$ cat src/rtl/sssb_pkg.sv
// shared types, constants and glyph table for the seven-segment scan/blink core
// no dependencies
package sssb_pkg;

    // field widths
    localparam int unsigned MODE_W  = 3;
    localparam int unsigned VALUE_W = 16;
    localparam int unsigned DELAY_W = 15;
    localparam int unsigned COUNT_W = 16;
    localparam int unsigned ANODE_W = 3;
    localparam int unsigned SEG_W   = 8;
    localparam int unsigned POS_W   = 2;
    localparam int unsigned MOD_W   = 10;   // value mod 1000
    localparam int unsigned DIGIT_W = 4;

    // stream packing
    localparam int unsigned S_TDATA_W = 24;
    localparam int unsigned M_TDATA_W = 16;

    // register reset values
    localparam logic [DELAY_W-1:0] DELAY_RESET = 15'd250;

    // digit positions
    localparam logic [POS_W-1:0] POS_FIRST = 2'd0;
    localparam logic [POS_W-1:0] POS_MID   = 2'd1;
    localparam logic [POS_W-1:0] POS_LAST  = 2'd2;

    // configuration register indexes
    typedef enum logic [0:0] {
        CFG_BLINK_DELAY  = 1'b0,
        CFG_BLINK_ENABLE = 1'b1
    } t_cfg_idx;

    // display modes, codes five to seven show dashes
    typedef enum logic [MODE_W-1:0] {
        MODE_NUMBER = 3'd0,
        MODE_OFF    = 3'd1,
        MODE_SLEEP  = 3'd2,
        MODE_ERROR  = 3'd3,
        MODE_DASHES = 3'd4
    } t_mode;

    // character codes, bit order f a g c b h d e, active high
    localparam logic [SEG_W-1:0] CH_F    = 8'hE1;
    localparam logic [SEG_W-1:0] CH_L    = 8'h83;
    localparam logic [SEG_W-1:0] CH_P    = 8'hE9;
    localparam logic [SEG_W-1:0] CH_E    = 8'hE3;
    localparam logic [SEG_W-1:0] CH_DASH = 8'h20;
    localparam logic [SEG_W-1:0] CH_DOT  = 8'h04;

    // request to the glyph encoder
    typedef struct packed {
        logic [MODE_W-1:0] mode;
        logic [POS_W-1:0]  pos;
        logic              heat;
    } t_glyph_req;

    // decimal digit to character code
    function automatic logic [SEG_W-1:0] digit_code(input logic [DIGIT_W-1:0] d);
        logic [SEG_W-1:0] c;
        case (d)
            4'd0: c = 8'hDB;
            4'd1: c = 8'h18;
            4'd2: c = 8'h6B;
            4'd3: c = 8'h7A;
            4'd4: c = 8'hB8;
            4'd5: c = 8'hF2;
            4'd6: c = 8'hF3;
            4'd7: c = 8'h58;
            4'd8: c = 8'hFB;
            4'd9: c = 8'hFA;
            default: c = 8'hDB;
        endcase
        return c;
    endfunction

endpackage

$ cat src/rtl/sssb_glyph.sv
// glyph encoder: splits a value below 1000 into digits and picks one character
// depends on sssb_pkg
module sssb_glyph (
    input  sssb_pkg::t_glyph_req             i_req,
    input  logic [sssb_pkg::MOD_W-1:0]       i_mod_value,
    output logic [sssb_pkg::SEG_W-1:0]       o_segments
);

    logic [15:0]                     hund_prod;
    logic [sssb_pkg::DIGIT_W-1:0]    hund;
    logic [6:0]                      rem;
    logic [14:0]                     tens_prod;
    logic [sssb_pkg::DIGIT_W-1:0]    tens;
    logic [sssb_pkg::DIGIT_W-1:0]    ones;
    logic [sssb_pkg::DIGIT_W-1:0]    digit;
    logic [sssb_pkg::SEG_W-1:0]      code;
    logic [sssb_pkg::SEG_W-1:0]      code_dot;

    // hundreds by reciprocal, x*41 >> 12 is exact below 1000
    assign hund_prod = 16'(i_mod_value) * 16'd41;
    assign hund      = hund_prod[15:12];
    assign rem       = 7'(i_mod_value - (10'(hund) * 10'd100));

    // tens by reciprocal, r*205 >> 11 is exact below 100
    assign tens_prod = 15'(rem) * 15'd205;
    assign tens      = tens_prod[14:11];
    assign ones      = 4'(rem - (7'(tens) * 7'd10));

    // digit for this position
    always_comb begin
        case (i_req.pos)
            sssb_pkg::POS_FIRST: digit = hund;
            sssb_pkg::POS_MID:   digit = tens;
            default:             digit = ones;
        endcase
    end

    // character per mode and position
    always_comb begin
        case (i_req.mode)
            sssb_pkg::MODE_NUMBER: code = sssb_pkg::digit_code(digit);
            sssb_pkg::MODE_OFF: begin
                code = (i_req.pos == sssb_pkg::POS_FIRST) ? sssb_pkg::digit_code(4'd0)
                                                          : sssb_pkg::CH_F;
            end
            sssb_pkg::MODE_SLEEP: begin
                case (i_req.pos)
                    sssb_pkg::POS_FIRST: code = sssb_pkg::digit_code(4'd5);
                    sssb_pkg::POS_MID:   code = sssb_pkg::CH_L;
                    default:             code = sssb_pkg::CH_P;
                endcase
            end
            sssb_pkg::MODE_ERROR: begin
                case (i_req.pos)
                    sssb_pkg::POS_FIRST: code = sssb_pkg::digit_code(4'd5);
                    sssb_pkg::POS_MID:   code = sssb_pkg::CH_DASH;
                    default:             code = sssb_pkg::CH_E;
                endcase
            end
            default: code = sssb_pkg::CH_DASH;
        endcase
    end

    // heater dot on the last digit, lines are active low
    assign code_dot   = (i_req.heat && i_req.pos == sssb_pkg::POS_LAST)
                        ? (code | sssb_pkg::CH_DOT) : code;
    assign o_segments = ~code_dot;

endmodule

$ cat src/rtl/seven_segment_scan_blink_core.sv
// top level of the three-digit seven-segment scan driver with blink
// depends on sssb_pkg and sssb_glyph
//
// channel  direction  handshake                      payload
// s_axis   in         s_axis_tvalid/s_axis_tready    tdata: value, heater; tuser: mode
// m_axis   out        m_axis_tvalid/m_axis_tready    tdata: anodes, segments
// cfg      in         i_cfg_valid/o_cfg_ready        index, data (always ready)
//
// one item per cycle sustained while m_axis_tready stays high; the result leaves from the stage c register
// stage a: blink counter and scan index, stage b: value mod 1000,
// stage c: digit split and glyph lookup into the output register
// each stage loads when empty or when the next one loads, so bubbles absorb stalls
// synchronous active-low reset clears counters and the held segments, delay goes to 250
module seven_segment_scan_blink_core (
    input  logic        i_clk,
    input  logic        i_rst_n,
    // input stream
    input  logic        s_axis_tvalid,
    output logic        s_axis_tready,
    input  logic [23:0] s_axis_tdata,   // [15:0] shown_value, [16] heater_on, rest zero
    input  logic [2:0]  s_axis_tuser,   // [2:0] display_mode
    // result stream
    output logic        m_axis_tvalid,
    input  logic        m_axis_tready,
    output logic [15:0] m_axis_tdata,   // [2:0] anodes, [10:3] segments, rest zero
    // configuration
    input  logic        i_cfg_valid,
    output logic        o_cfg_ready,
    input  logic        i_cfg_index,
    input  logic [14:0] i_cfg_data
);

    localparam int unsigned MW = sssb_pkg::MODE_W;
    localparam int unsigned PW = sssb_pkg::POS_W;
    localparam int unsigned CW = sssb_pkg::COUNT_W;
    localparam int unsigned SW = sssb_pkg::SEG_W;
    localparam int unsigned AW = sssb_pkg::ANODE_W;

    // configuration registers
    logic [sssb_pkg::DELAY_W-1:0] r_delay;
    logic                         r_blink_en;

    // control state
    logic [CW-1:0] r_count, n_count;
    logic [PW-1:0] r_scan,  n_scan;
    logic [SW-1:0] r_held,  n_held;

    // stage a
    logic                          r_a_valid;
    logic [MW-1:0]                 r_a_mode;
    logic [sssb_pkg::VALUE_W-1:0]  r_a_value;
    logic                          r_a_heat;
    logic [PW-1:0]                 r_a_pos;
    logic                          r_a_blank;

    // stage b
    logic                          r_b_valid;
    logic [MW-1:0]                 r_b_mode;
    logic [sssb_pkg::MOD_W-1:0]    r_b_x;
    logic                          r_b_heat;
    logic [PW-1:0]                 r_b_pos;
    logic                          r_b_blank;

    // stage c, output register
    logic          r_c_valid;
    logic [AW-1:0] r_c_anodes;
    logic [SW-1:0] r_c_segs;

    logic          c_ready, b_ready, a_ready, in_acc;
    logic [CW-1:0] dbl_delay, cnt_base, cnt_inc;
    logic          blank;
    logic [PW-1:0] pos;
    logic [11:0]   fold, fold1;
    logic [sssb_pkg::MOD_W-1:0] mod_x;
    sssb_pkg::t_glyph_req       glyph_req;
    logic [SW-1:0] glyph_segs;
    logic [AW-1:0] anode_hot;

    // stage handshakes
    assign c_ready       = !r_c_valid || m_axis_tready;
    assign b_ready       = !r_b_valid || c_ready;
    assign a_ready       = !r_a_valid || b_ready;
    assign s_axis_tready = a_ready;
    assign in_acc        = s_axis_tvalid && a_ready;
    assign o_cfg_ready   = 1'b1;

    // configuration writes
    always_ff @(posedge i_clk) begin
        if (!i_rst_n) begin
            r_delay    <= sssb_pkg::DELAY_RESET;
            r_blink_en <= 1'b0;
        end else if (i_cfg_valid) begin
            case (i_cfg_index)
                sssb_pkg::CFG_BLINK_DELAY:  r_delay    <= i_cfg_data;
                sssb_pkg::CFG_BLINK_ENABLE: r_blink_en <= i_cfg_data[0];
                default: ;
            endcase
        end
    end

    // blink phase and scan position for the incoming item
    assign dbl_delay = {r_delay, 1'b0};
    assign cnt_base  = (!r_blink_en || r_count >= dbl_delay) ? '0 : r_count;
    assign cnt_inc   = cnt_base + CW'(1);
    assign blank     = cnt_inc > CW'(r_delay);
    assign pos       = (r_scan > sssb_pkg::POS_LAST) ? sssb_pkg::POS_FIRST : r_scan;

    always_comb begin
        n_count = r_count;
        n_scan  = r_scan;
        if (in_acc) begin
            n_count = cnt_inc;
            if (!blank) begin
                n_scan = (pos >= sssb_pkg::POS_LAST) ? sssb_pkg::POS_FIRST : pos + PW'(1);
            end
        end
    end

    always_ff @(posedge i_clk) begin
        if (!i_rst_n) begin
            r_count <= '0;
            r_scan  <= sssb_pkg::POS_FIRST;
        end else begin
            r_count <= n_count;
            r_scan  <= n_scan;
        end
    end

    // stage a register
    always_ff @(posedge i_clk) begin
        if (!i_rst_n) begin
            r_a_valid <= 1'b0;
        end else if (a_ready) begin
            r_a_valid <= s_axis_tvalid;
        end
    end

    always_ff @(posedge i_clk) begin
        if (in_acc) begin
            r_a_mode  <= s_axis_tuser;
            r_a_value <= s_axis_tdata[15:0];
            r_a_heat  <= s_axis_tdata[16];
            r_a_pos   <= pos;
            r_a_blank <= blank;
        end
    end

    // value mod 1000: 1024 folds to 24, then at most two subtractions
    assign fold  = 12'(r_a_value[9:0]) + (12'(r_a_value[15:10]) << 4)
                 + (12'(r_a_value[15:10]) << 3);
    assign fold1 = (fold >= 12'd1000) ? fold - 12'd1000 : fold;
    assign mod_x = (fold1 >= 12'd1000) ? 10'(fold1 - 12'd1000) : 10'(fold1);

    // stage b register
    always_ff @(posedge i_clk) begin
        if (!i_rst_n) begin
            r_b_valid <= 1'b0;
        end else if (b_ready) begin
            r_b_valid <= r_a_valid;
        end
    end

    always_ff @(posedge i_clk) begin
        if (b_ready && r_a_valid) begin
            r_b_mode  <= r_a_mode;
            r_b_x     <= mod_x;
            r_b_heat  <= r_a_heat;
            r_b_pos   <= r_a_pos;
            r_b_blank <= r_a_blank;
        end
    end

    // glyph lookup
    assign glyph_req.mode = r_b_mode;
    assign glyph_req.pos  = r_b_pos;
    assign glyph_req.heat = r_b_heat;

    sssb_glyph u_glyph (
        .i_req       (glyph_req),
        .i_mod_value (r_b_x),
        .o_segments  (glyph_segs)
    );

    always_comb begin
        case (r_b_pos)
            sssb_pkg::POS_FIRST: anode_hot = 3'b001;
            sssb_pkg::POS_MID:   anode_hot = 3'b010;
            default:             anode_hot = 3'b100;
        endcase
    end

    // held segments follow each shown item, blanked items repeat them
    always_comb begin
        n_held = r_held;
        if (c_ready && r_b_valid && !r_b_blank) begin
            n_held = glyph_segs;
        end
    end

    always_ff @(posedge i_clk) begin
        if (!i_rst_n) begin
            r_held    <= '0;
            r_c_valid <= 1'b0;
        end else begin
            r_held <= n_held;
            if (c_ready) begin
                r_c_valid <= r_b_valid;
            end
        end
    end

    // stage c, output register
    always_ff @(posedge i_clk) begin
        if (c_ready && r_b_valid) begin
            r_c_anodes <= r_b_blank ? '0 : anode_hot;
            r_c_segs   <= n_held;
        end
    end

    assign m_axis_tvalid = r_c_valid;
    assign m_axis_tdata  = {5'b0, r_c_segs, r_c_anodes};

`ifndef SYNTHESIS
    // at most one digit enabled on a result
    a_anode_onehot: assert property (@(posedge i_clk) disable iff (!i_rst_n)
        m_axis_tvalid |-> $onehot0(m_axis_tdata[2:0]))
        else $error("anodes not one-hot");

    // result segments always match the held copy
    a_held_match: assert property (@(posedge i_clk) disable iff (!i_rst_n)
        m_axis_tvalid |-> (m_axis_tdata[10:3] == r_held))
        else $error("segments differ from held value");

    // scan index stays within the three digits
    a_scan_range: assert property (@(posedge i_clk) disable iff (!i_rst_n)
        r_scan != 2'd3)
        else $error("scan index out of range");

    // scan moves only on an accepted item
    a_scan_on_accept: assert property (@(posedge i_clk) disable iff (!i_rst_n)
        !$stable(r_scan) |-> $past(s_axis_tvalid && s_axis_tready))
        else $error("scan advanced without an item");
`endif

endmodule
$ cat config.mk
export PLATFORM = sky130hd
export DESIGN_NAME = seven_segment_scan_blink_core
export DESIGN_NICKNAME = d
export VERILOG_FILES = /design/src/rtl/sssb_pkg.sv /design/src/rtl/sssb_glyph.sv /design/src/rtl/seven_segment_scan_blink_core.sv
export SDC_FILE = /design/constraint.sdc
export NUM_CORES = 1
export LEC_CHECK = 0
export ABC_AREA = 0
export BUFFER_PORTS_ARGS = -buffer_cell sky130_fd_sc_hd__buf_2
export CAP_MARGIN = 10
export CORE_ASPECT_RATIO = 1.1
export CORE_MARGIN = 2
export CORE_UTILIZATION = 40
export DETAILED_ROUTE_END_ITERATION = 12
export SKIP_CTS_REPAIR_TIMING = 1
export SYNTH_ARGS = -nofsm -noshare
export SYNTH_HDL_FRONTEND = slang
export SYNTH_HIERARCHICAL = 1
export SYNTH_SLANG_ARGS = --single-unit
$ cat constraint.sdc
create_clock -name i_clk -period 10.97 [get_ports i_clk]
set_input_delay 3.291 -clock i_clk [delete_from_list [all_inputs] [get_ports i_clk]]
set_output_delay 3.291 -clock i_clk [all_outputs]
set_load 0.05 [all_outputs]
After elaboration in Yosys (flattened, before gate mapping)
Memories as Yosys holds them, arrays and structs flattened.
Cells that the tools add are included.
{ "word_totals": {"ff_bits": 96, "mem_bits_ro": 112, "inputBits": 48, "output_inout_bits": 19, "elab_cells": 79, "memories": 1} }
{ "memory_table": {"columns": ["memory", "depth", "width", "rd", "rd_ports_with_merged_regs", "wr", "line", "text"], "rows": [
  ["(name not given)", 16, 7, 1, 0, 0, "sssb_pkg.sv:61", "case (d)"]
]} }
{ "op_classes": {"add_sub_neg": 8, "multipliers": 4, "n_lt_le_gt_ge": 6, "n_eq_ne": 5, "muxes": 13, "bitwise": 3, "n_reduce_logical": 19} }
{ "ops": {"columns": ["operator", "n"], "rows": [
  ["$pmux W8 S4", 1],
  ["$ge A12 B10 Y1 const B", 2],
  ["$add A16 B1 Y16 const B", 1],
  ["$ge A16 B16 Y1", 1],
  ["$gt A16 B15 Y1", 1],
  ["$mul A10 B6 Y16 const B", 1],
  ["$mux W16", 1],
  ["$pmux W8 S2", 1],
  ["$mul A7 B8 Y15 const B", 1],
  ["$pmux W7 S2", 1],
  ["$add A11 B9 Y12", 1],
  ["$mux W12", 1],
  ["$sub A12 B10 Y12 const B", 1],
  ["$add A10 B10 Y11", 1],
  ["$mux W10", 1],
  ["$sub A10 B10 Y10 const B", 1],
  ["$mux W8", 1],
  ["$not A8 Y8", 1],
  ["$pmux W4 S2", 1],
  ["$sub A7 B7 Y7", 1],
  ["$eq A3 B2 Y1 const B", 2],
  ["$mux W6", 1],
  ["$pmux W3 S2", 1],
  ["$reduce_and A2 Y1", 3],
  ["other kinds (17)", 30]
]} }

Depth between registers and ports, before layout
Gate-level depths: netlist of run 1.
An unclocked memory read counts as a cell.
{ "depth": {"ltp_word": 12, "mapped_depth": 37, "mapped_depth_nobuf": 37} }

Cells and area by module
Netlist of run 1, hierarchy kept.
{ "by_module_without_submodules": {"columns": ["mod", "instances", "cells_each", "area_per_inst_um2"], "rows": [
  ["seven_segment_scan_blink_core", 1, 530, 5459.0],
  ["sssb_glyph", 1, 253, 2331.0]
]} }

Least setup slack after synthesis of run 1
Ideal clock, no wire load.
{ "synth_timing": {"kind": "reg-to-reg", "startpoint": "reg r_b_x[3] (netlist name)", "endpoint": "reg r_c_segs[5], data pin", "setup_ps": 262, "arrival_ps": 8512, "required_time_ps": 10708, "setup_slack_ps": 2196, "stages_incl_launch_ff": 37, "n_path_buf": 0, "path_cell_list": "edfxtp_1 > ha_1 > fa_1 > ha_1 > ha_1 > and3_1 > a221oi_1 > o21ai_0 > xor2_1 > ha_1 > fa_1 > inv_1 > a21o_1 > a21oi_1 > xnor2_1 > xnor2_1 > xnor2_1 > ha_1 > ha_1 > fa_1 > inv_1 > fa_1 > inv_1 > ha_1 > a21oi_1 > a211oi_2 > nor3_2 > xnor2_1 > ha_1 > fa_1 > xor2_1 > xnor3_1 > nor4_1 > a211oi_2 > a2111oi_2 > and4b_1 > mux2_2"} }
{ "synth_between": {"elab_chain_cells": 11} }
{ "synth_rtl": {"columns": ["element", "line", "text"], "rows": [
  ["start, declared", "seven_segment_scan_blink_core.sv:59", "logic [sssb_pkg::MOD_W-1:0] r_b_x;"],
  ["start signal, assigned", "seven_segment_scan_blink_core.sv:166", "r_b_x <= mod_x;"],
  ["$mul A10 B6 Y16", "sssb_glyph.sv:20", "assign hund_prod = 16'(i_mod_value) * 16'd41;"],
  ["$mul A4 B5 Y5", "sssb_glyph.sv:22", "assign rem = 7'(i_mod_value - (10'(hund) * 10'd100));"],
  ["$sub A7 B7 Y7", "sssb_glyph.sv:22", null],
  ["$mul A7 B8 Y15", "sssb_glyph.sv:25", "assign tens_prod = 15'(rem) * 15'd205;"],
  ["$mul A4 B3 Y3", "sssb_glyph.sv:27", "assign ones = 4'(rem - (7'(tens) * 7'd10));"],
  ["$sub A4 B4 Y4", "sssb_glyph.sv:27", null],
  ["$pmux W4 S2 (*)", "sssb_glyph.sv:31", "case (i_req.pos)"],
  ["$mem_v2 Z16 W7 (*)", null, null],
  ["$pmux W8 S4 (*)", "sssb_glyph.sv:40", "case (i_req.mode)"],
  ["$not A8 Y8 (*)", "sssb_glyph.sv:67", "assign o_segments = ~code_dot;"],
  ["net glyph_segs[5]", "seven_segment_scan_blink_core.sv:76", "logic [SW-1:0] glyph_segs;"],
  ["$mux W8 (*)", "seven_segment_scan_blink_core.sv:195", "if (c_ready && r_b_valid && !r_b_blank) begin"],
  ["net n_held[5]", "seven_segment_scan_blink_core.sv:46", "logic [SW-1:0] r_held, n_held;"],
  ["end signal, assigned", "seven_segment_scan_blink_core.sv:216", "r_c_segs <= n_held;"],
  ["end, declared", "seven_segment_scan_blink_core.sv:67", "logic [SW-1:0] r_c_segs;"]
]} }
Mark *: on every way through the listed nets, which the timed path passes. The rest lies on a longest branch.
A chain may end at the register's enable or synchronous reset.

Worst setup path after layout of run 1
{ "layout_timing": {"startpoint": "reg r_b_x[1] (netlist name)", "endpoint": "reg r_held[5]"} }
{ "layout_between": {"elab_chain_cells": 11} }
{ "layout_rtl": {"columns": ["element", "line", "text"], "rows": [
  ["$mul A10 B6 Y16", "sssb_glyph.sv:20", null],
  ["$mul A4 B5 Y5", "sssb_glyph.sv:22", null],
  ["$sub A7 B7 Y7", "sssb_glyph.sv:22", null],
  ["$mul A7 B8 Y15", "sssb_glyph.sv:25", null],
  ["$mul A4 B3 Y3", "sssb_glyph.sv:27", null],
  ["$sub A4 B4 Y4", "sssb_glyph.sv:27", null],
  ["$pmux W4 S2 (*)", "sssb_glyph.sv:31", null],
  ["$mem_v2 Z16 W7 (*)", null, null],
  ["$pmux W8 S4 (*)", "sssb_glyph.sv:40", null],
  ["$not A8 Y8 (*)", "sssb_glyph.sv:67", null],
  ["net glyph_segs[5]", "seven_segment_scan_blink_core.sv:76", null],
  ["$mux W8 (*)", "seven_segment_scan_blink_core.sv:195", null],
  ["net n_held[5]", "seven_segment_scan_blink_core.sv:46", null],
  ["end signal, assigned", "seven_segment_scan_blink_core.sv:205", "r_held <= n_held;"],
  ["end, declared", "seven_segment_scan_blink_core.sv:46", null]
]} }
Marks and branches as above.

==> results.txt, run 1 <==
----------------------------------------------------
[Synth]
  Flop and latch count out of synthesis ... between 90 and 100
  Most common flop cell mapped by yosys ... edfxtp_1
  Post-synth EDFFs ... between 50 and 60
  Ys Warns ... 6
  Sequential fraction of the synthesis area ... 0.312
  Ys async rst share ... 0
  Number of distinct standard cells referenced by the synthesized netlist ... between 90 and 100
  Number of instances in the synthesized netlist ... roughly 780
  Cell area after technology mapping ... roughly 8000 sq um
  Synth Area per Inst ... ~9.9 sq um

[Cells and area]
  Post-Layout Inst Area ... between 8000 and 9000 sq um
  Layout cells sized above 1 ... 0.143
  Total Nets Final ... approximately 1,000
  Number of standard cells in the layout, taps in and fillers out ... about 1,100
  Number of antenna cells inserted ... 0
  Area overhead of the layout relative to synthesis ... 10.2%

[Route]
  Wire length on met2 ... roughly 7000 microns
  Number of design-rule violations left by the first detailed-router iteration ... about 290
  Residual DRC ... 0
  DR vias ... roughly 5,600
  ANT nets after route ... 0
  Number of vias per cell after detailed routing ... around 5.2
  Detail-routed net length per standard cell ... between 10 and 15 microns
  Detailed Route WL ... 14,800 microns
  Met3 WL ... approximately 360 microns
  Iteration count of the initial detailed-routing pass ... 4
  Total routed wire length on the met1 layer ... approximately 7300 microns
  Highest layer used for signal routing ... met4

[Placement]
  Count of input and output buffers ... 53
  Cell count after placement ... around 1,100
  HPWL after detailed placement ... about 12,000 microns
  DP Worst Slack ... ~1.3 ns
  Weighted congestion reported at the end of routability-driven placement ... approximately 0.87
  Placed inst area ... between 8000 and 9000 sq um

[Floorplan]
  Number of placement rows ... 53
  I/O pins ... 67
  Area of the core region ... 19,100 sq um
  Die span in x ... between 100 and 150 microns
  Height of the chip ... 150 microns
  Starting density of the core ... 0.408
  Total Die Area ... 20,600 sq um

[Worst setup path]
  CP top delay family ... adder cells
  Maximum single-stage delay on the critical path ... 0.54 ns
  Destination of the worst register-to-register timing path ... r_held[5]
  Crit Reg-Reg Startpoint ... r_b_x[1]
  Launching element type of the critical path ... register
  R2r worst-path depth ... 37
  Setup slack of the worst register-to-register path ... between 1 and 1.5 ns
  Worst Setup End Kind ... register
  Critical-path cell with the highest stage delay ... edfxtp_1
  Worst setup path class ... reg -> reg
  Arrival time at the worst endpoint ... about 9.9 ns
  Count of buffer and inverter cells on the critical path ... 3
  CP most frequent cell ... ha_1
  Start point of the critical path ... r_b_x[1]
  Largest driver fanout on the critical path ... 7
  End of the critical path ... r_held[5]
  Crit. path cell count ... 37
  Critical path required time ... 11.21 ns

[Timing]
  Share of the cycle needed by the critical path after routing ... 0.882
  Max Clock Freq ... ~0.10 GHz
  Setup Skew ... around 0.0085 ns
  Hold violation total from the final report ... 0
  Worst-Margin Slew ... roughly 0.73 ns
  Max-slew violation count ... 0
  Fin crit period ... 9.67 ns
  Summed negative setup slack over all endpoints ... 0 ns
  Setup violators final ... 0
  RSZ-0062 raised after global routing ... no
  Setup ws final ... approximately 1.3 ns
  Headroom to the max-slew limit ... 0.511

[Clock tree]
  CTS sink cnt ... between 90 and 100
  Maximum buffer depth of the clock tree ... 2
  TritonCTS clock tree ... done
  Buffer cell driving the clock tree root ... clkbuf_16
  Clock-pin slew on the worst setup and hold paths ... ~0.070 ns
  CTS H-tree lvls ... 3
  Total CTS buffers ... 9
  Worst-Skew Late Latency ... 0.35 ns

[Hold path]
  Worst min-delay path class ... reg -> reg
  Hold Crit Start ... r_a_pos[1]

[Flow run]
  Maximum capacitance violations ... 0

[Global route]
  Remaining Overflow, GRT ... 0
  Pin count of the biggest net entering global routing ... 48
  Via count of the first global-routing pass ... between 5,000 and 6,000
  Number of antenna violations at the first check in global routing ... 0
  GRT Resource Usage Total ... 0.153
  Global-route wire length before repair ... 25,300 microns

[Outcome]
  Result of the run ... completed

----------------------------------------------------
state kept, by name (all words and copies together), names as in the netlist, 3 cells and up:
register	count
r_count	16
r_b_mode	3
r_held	8
r_c_segs	8
r_a_mode	3
r_c_anodes	3
r_b_x	10
r_delay	15
r_a_value	16
stage by stage:
stage	utilization	hold slack [ns]
floorplan	-	0.400
global placement	0.434	0.402
detailed placement	0.434	0.406
CTS	0.450	0.420
global route	0.450	0.426
finish	0.450	0.418
synthesized netlist by cell type, drive strengths merged (5+ instances only):
master / number / share of area
a21oi: 25 / 0.017
xnor2: 24 / 0.028
o21a: 9 / 0.0087
a221oi: 5 / 0.0064
nor3: 6 / 0.0045
mux2i: 7 / 0.0090
dfxtp: 45 / 0.12
nand4: 11 / 0.011
xor2: 17 / 0.020
ha: 122 / 0.20
nand3: 19 / 0.012
a21boi: 29 / 0.028
a21o: 11 / 0.011
mux2: 10 / 0.014
nand2: 85 / 0.042
a211oi: 6 / 0.0090
o21ai: 23 / 0.015
nand2b: 5 / 0.0047
and2: 14 / 0.012
nor2b: 12 / 0.0096
buf: 9 / 0.0082
edfxtp: 51 / 0.20
a31oi: 8 / 0.0064
o31ai: 9 / 0.0087
clkbuf: 17 / 0.010
o211ai: 12 / 0.012
inv: 60 / 0.029
nor2: 45 / 0.022
fa: 20 / 0.051
nor4: 6 / 0.0056
layer usage:
| layer | GRT usage | up-vias |
|---|---|---|
| met5 | 0 | - |
| met4 | 0.0361 | 0 |
| met3 | 0.0293 | 9 |
| met2 | 0.257 | 59 |
| met1 | 0.204 | 2612 |
| li1 | - | 2906 |
cell usage in the layout (no fill, tap or decap), types with 6 or more instances in the layout:
cell type	Yosys	routed
fa_1	20	20
a21boi_0	27	26
edfxtp_1	51	51
o31ai_1	9	8
mux2_2	10	10
buf_2	0	53
o21a_1	9	9
a21oi_1	24	24
o21ai_1	7	7
inv_1	60	60
a21o_1	11	11
o21ai_0	16	16
clkbuf_16	0	9
ha_1	122	122
nand2_1	83	83
xnor2_1	23	23
a31oi_1	8	8
dfxtp_1	45	45
nand3_1	19	19
nor2_1	45	45
xor2_1	16	16
mux2i_1	7	7
nor2b_1	12	12
and2_1	12	12
nand4_1	10	10
conb_1	2	6
o211ai_1	11	11
final cells by class:
| type | instances | area [sq um] |
|---|---|---|
| Fill cell | 1833 | 10500 |
| Inverter | 60 | 225 |
| Clock buffer | 9 | 225 |
| Tap cell | 247 | 309 |
| Timing Repair Buffer | 58 | 303 |
| Clock inverter | 7 | 80.1 |
| Multi-Input combinational cell | 605 | 5010 |
| Sequential cell | 96 | 2430 |
worst reg2reg max path, delay by kind of cell, from the launching register on:
family	cells	cell delay, ns
AO/OA/AOI/OAI	9	1.94
flip-flops	1	0.54
adder cells (fa/ha/maj)	13	4.33
buffers and inverters	3	0.14
AND/OR/NAND/NOR	4	0.86
XOR/XNOR	7	1.50
multiplexers	1	0.27
cells by family (layout without fill, tap and decap cells):
group / after synthesis / count (layout) / synth area share
xor+xnor: 42 / 42 / 0.0509
compound gates: 167 / 167 / 0.167
other cells: 2 / 6 / 0.000964
buf+inv: 86 / 134 / 0.0471
fa+ha+maj: 142 / 142 / 0.247
flops: 96 / 96 / 0.312
simple gates: 231 / 231 / 0.151
mux: 17 / 17 / 0.0235
how the worst min path moves through the flow:
stage | endpoint | cells after the start
2_1_floorplan | r_b_blank | 0
3_3_place_gp | r_b_pos[1] | 0
3_5_place_dp | r_b_blank | 0
4_1_cts | r_b_pos[1] | 0
5_1_grt | r_b_blank | 0
6_report | r_b_pos[1] | 0
Power of run 1 is not shown: default switching activity piles up to over one toggle a cycle in this logic, so the estimate is an artifact.
==> inputs of run 2 (changes only) <==
--- a/config.mk
+++ b/config.mk
@@ -12,6 +12,7 @@
 export CORE_MARGIN = 2
 export CORE_UTILIZATION = 40
 export DETAILED_ROUTE_END_ITERATION = 12
+export PLACE_DENSITY = 0.55
 export SKIP_CTS_REPAIR_TIMING = 1
 export SYNTH_ARGS = -nofsm -noshare
 export SYNTH_HDL_FRONTEND = slang
==> results.txt, run 2 (synthesized netlist as in run 1, its figures left out) <==
----------------------------------------------------
[Clock tree]
  Clock-pin slew on the worst setup and hold paths ... around 0.080 ns
  TritonCTS clock tree ... done
  Total CTS buffers ... 9
  Worst-Skew Late Latency ... approximately 0.35 ns
  CTS sink cnt ... 96
  Buffer cell driving the clock tree root ... clkbuf_16
  Maximum buffer depth of the clock tree ... 2
  CTS H-tree lvls ... 3

[Cells and area]
  Number of antenna cells inserted ... 0
  Footprint of the multi-input gates ... between 5000 and 6000 sq um
  Area overhead of the layout relative to synthesis ... 10.2%
  Final core utilization ... 0.450
  Total area of sequential cells ... 2430 sq um
  Top flop regs ... r_a_value: 16 flops, r_count: 16 flops, r_delay: 15 flops
  Total Nets Final ... 1,019
  Fill count ... between 1,500 and 2,000
  Commonest cells after routing, fill and taps aside ... ha_1 (122), nand2_1 (83), inv_1 (60)
  Most common cell after layout, fill and taps aside ... ha_1
  Layout cells sized above 1 ... 0.143

[Floorplan]
  Die span in x ... 137 microns
  Number of placement rows ... 53
  I/O pins ... between 60 and 70
  Starting density of the core ... 0.408
  Area of the core region ... about 19,000 sq um
  Total Die Area ... 20,600 sq um
  Height of the chip ... 150 microns

[Worst setup path]
  Critical path required time ... roughly 11 ns
  Crit Reg-Reg Startpoint ... r_b_x[1]
  Setup slack of the worst register-to-register path ... 1.15 ns
  Destination of the worst register-to-register timing path ... r_held[5]
  Worst setup path class ... reg -> reg
  Critical-path cell with the highest stage delay ... edfxtp_1
  Maximum single-stage delay on the critical path ... about 0.54 ns
  Launching element type of the critical path ... register
  CP most frequent cell ... ha_1
  Largest driver fanout on the critical path ... 7
  Arrival time at the worst endpoint ... slightly above 10 ns
  R2r worst-path depth ... 37
  Worst Setup End Kind ... register

[Placement]
  HPWL after detailed placement ... roughly 12,000 microns
  DP Worst Slack ... around 1.1 ns
  Weighted congestion reported at the end of routability-driven placement ... slightly below 0.9
  Count of input and output buffers ... 53

[Route]
  Iteration count of the initial detailed-routing pass ... 4
  Detailed Route WL ... approximately 15,000 microns
  Detail-routed net length per standard cell ... approximately 14 microns
  Residual DRC ... 0
  Number of vias per cell after detailed routing ... 5.23
  DR vias ... 5,650
  Number of design-rule violations left by the first detailed-router iteration ... 193
  ANT nets after route ... 0

[Global route]
  GRT Resource Usage Total ... 0.157
  Global-route wire length before repair ... between 20,000 and 30,000 microns
  Remaining Overflow, GRT ... 0
  Via count of the first global-routing pass ... roughly 5,700
  Number of antenna violations at the first check in global routing ... 0
  Pin count of the biggest net entering global routing ... 48

[Timing]
  Setup ws final ... 1.15 ns
  Worst-Margin Slew ... just over 0.9 ns
  Hold violation total from the final report ... 0
  Setup violators final ... 0
  Share of the cycle needed by the critical path after routing ... 0.895
  Max-slew violation count ... 0
  Setup Skew ... between 0.01 and 0.015 ns
  RSZ-0062 raised after global routing ... no
  Summed negative setup slack over all endpoints ... 0 ns
  Headroom to the max-slew limit ... 0.391
  Fin crit period ... just under 10 ns
  Max Clock Freq ... 0.102 GHz

[Hold path]
  Worst min-delay path class ... reg -> reg
  Endpoint of the worst hold-timing path ... r_b_mode[2]
  Hold Crit Start ... r_a_mode[2]
  Number of cells on the worst hold path ... 0

[Flow run]
  Maximum capacitance violations ... 0

[Outcome]
  Result of the run ... completed

----------------------------------------------------
## run 2: cell count changes in the layout (fill, tap and decap cells not counted)
cell and change:
clkinv_8 +1, o31ai_4 +1, inv_12 +1, inv_8 -1, clkinv_1 -1, buf_4 -1
o31ai_2 -1, inv_6 +3, clkinvlp_4 -2, bufinv_16 -1
## run 2: per-stage QoR
| stage | hold slack (ns) | cells | area, sq um |
|---|---|---|---|
| global route | 0.423 | 1081 | 8590 |
| detailed placement | 0.406 | 1065 | 8280 |
| CTS | 0.420 | 1081 | 8590 |
| global placement | 0.401 | 1065 | 8280 |
| floorplan | 0.400 | 787 | 7800 |
| finish | 0.421 | 1081 | 8590 |
## run 2: critical path, delay by kind of cell (launching register included)
family	cells	cell delay, ns
fa+ha+maj	13	4.42
buf+inv	3	0.15
compound gates	8	1.78
mux	1	0.26
flops	1	0.54
simple gates	5	1.02
xor+xnor	7	1.50
## run 2: how the worst max path moves through the flow
stage                   to  cells past startpoint  slack (ns)     start
6_report         r_held[5]                     37        1.15  r_b_x[1]
2_1_floorplan  r_c_segs[5]                     36        2.20  r_b_x[3]
3_5_place_dp     r_held[5]                     37        1.15  r_b_x[1]
3_3_place_gp     r_held[5]                     36        1.31  r_b_x[1]
4_1_cts          r_held[5]                     37        1.14  r_b_x[1]
5_1_grt          r_held[5]                     37        0.63  r_b_x[1]
## run 2: final cells by class
class / instances / share of cell area
sequential: 96 / 0.283
multi-input combinational: 605 / 0.585
inverter: 60 / 0.0262
clock inverter: 7 / 0.00918
timing repair buffer: 57 / 0.0344
tap: 247 / 0.0360
clock buffer: 9 / 0.0262
## run 2: layer usage
layer | vias to the layer above | GRT usage | part of all wire
li1 | 2912 | - | -
met1 | 2636 | 0.192 | 0.46
met2 | 81 | 0.283 | 0.50
met3 | 21 | 0.0276 | 0.025
met4 | 0 | 0.0428 | 0.016
met5 | - | 0 | 0
Power of run 2 is left out for the same reason.
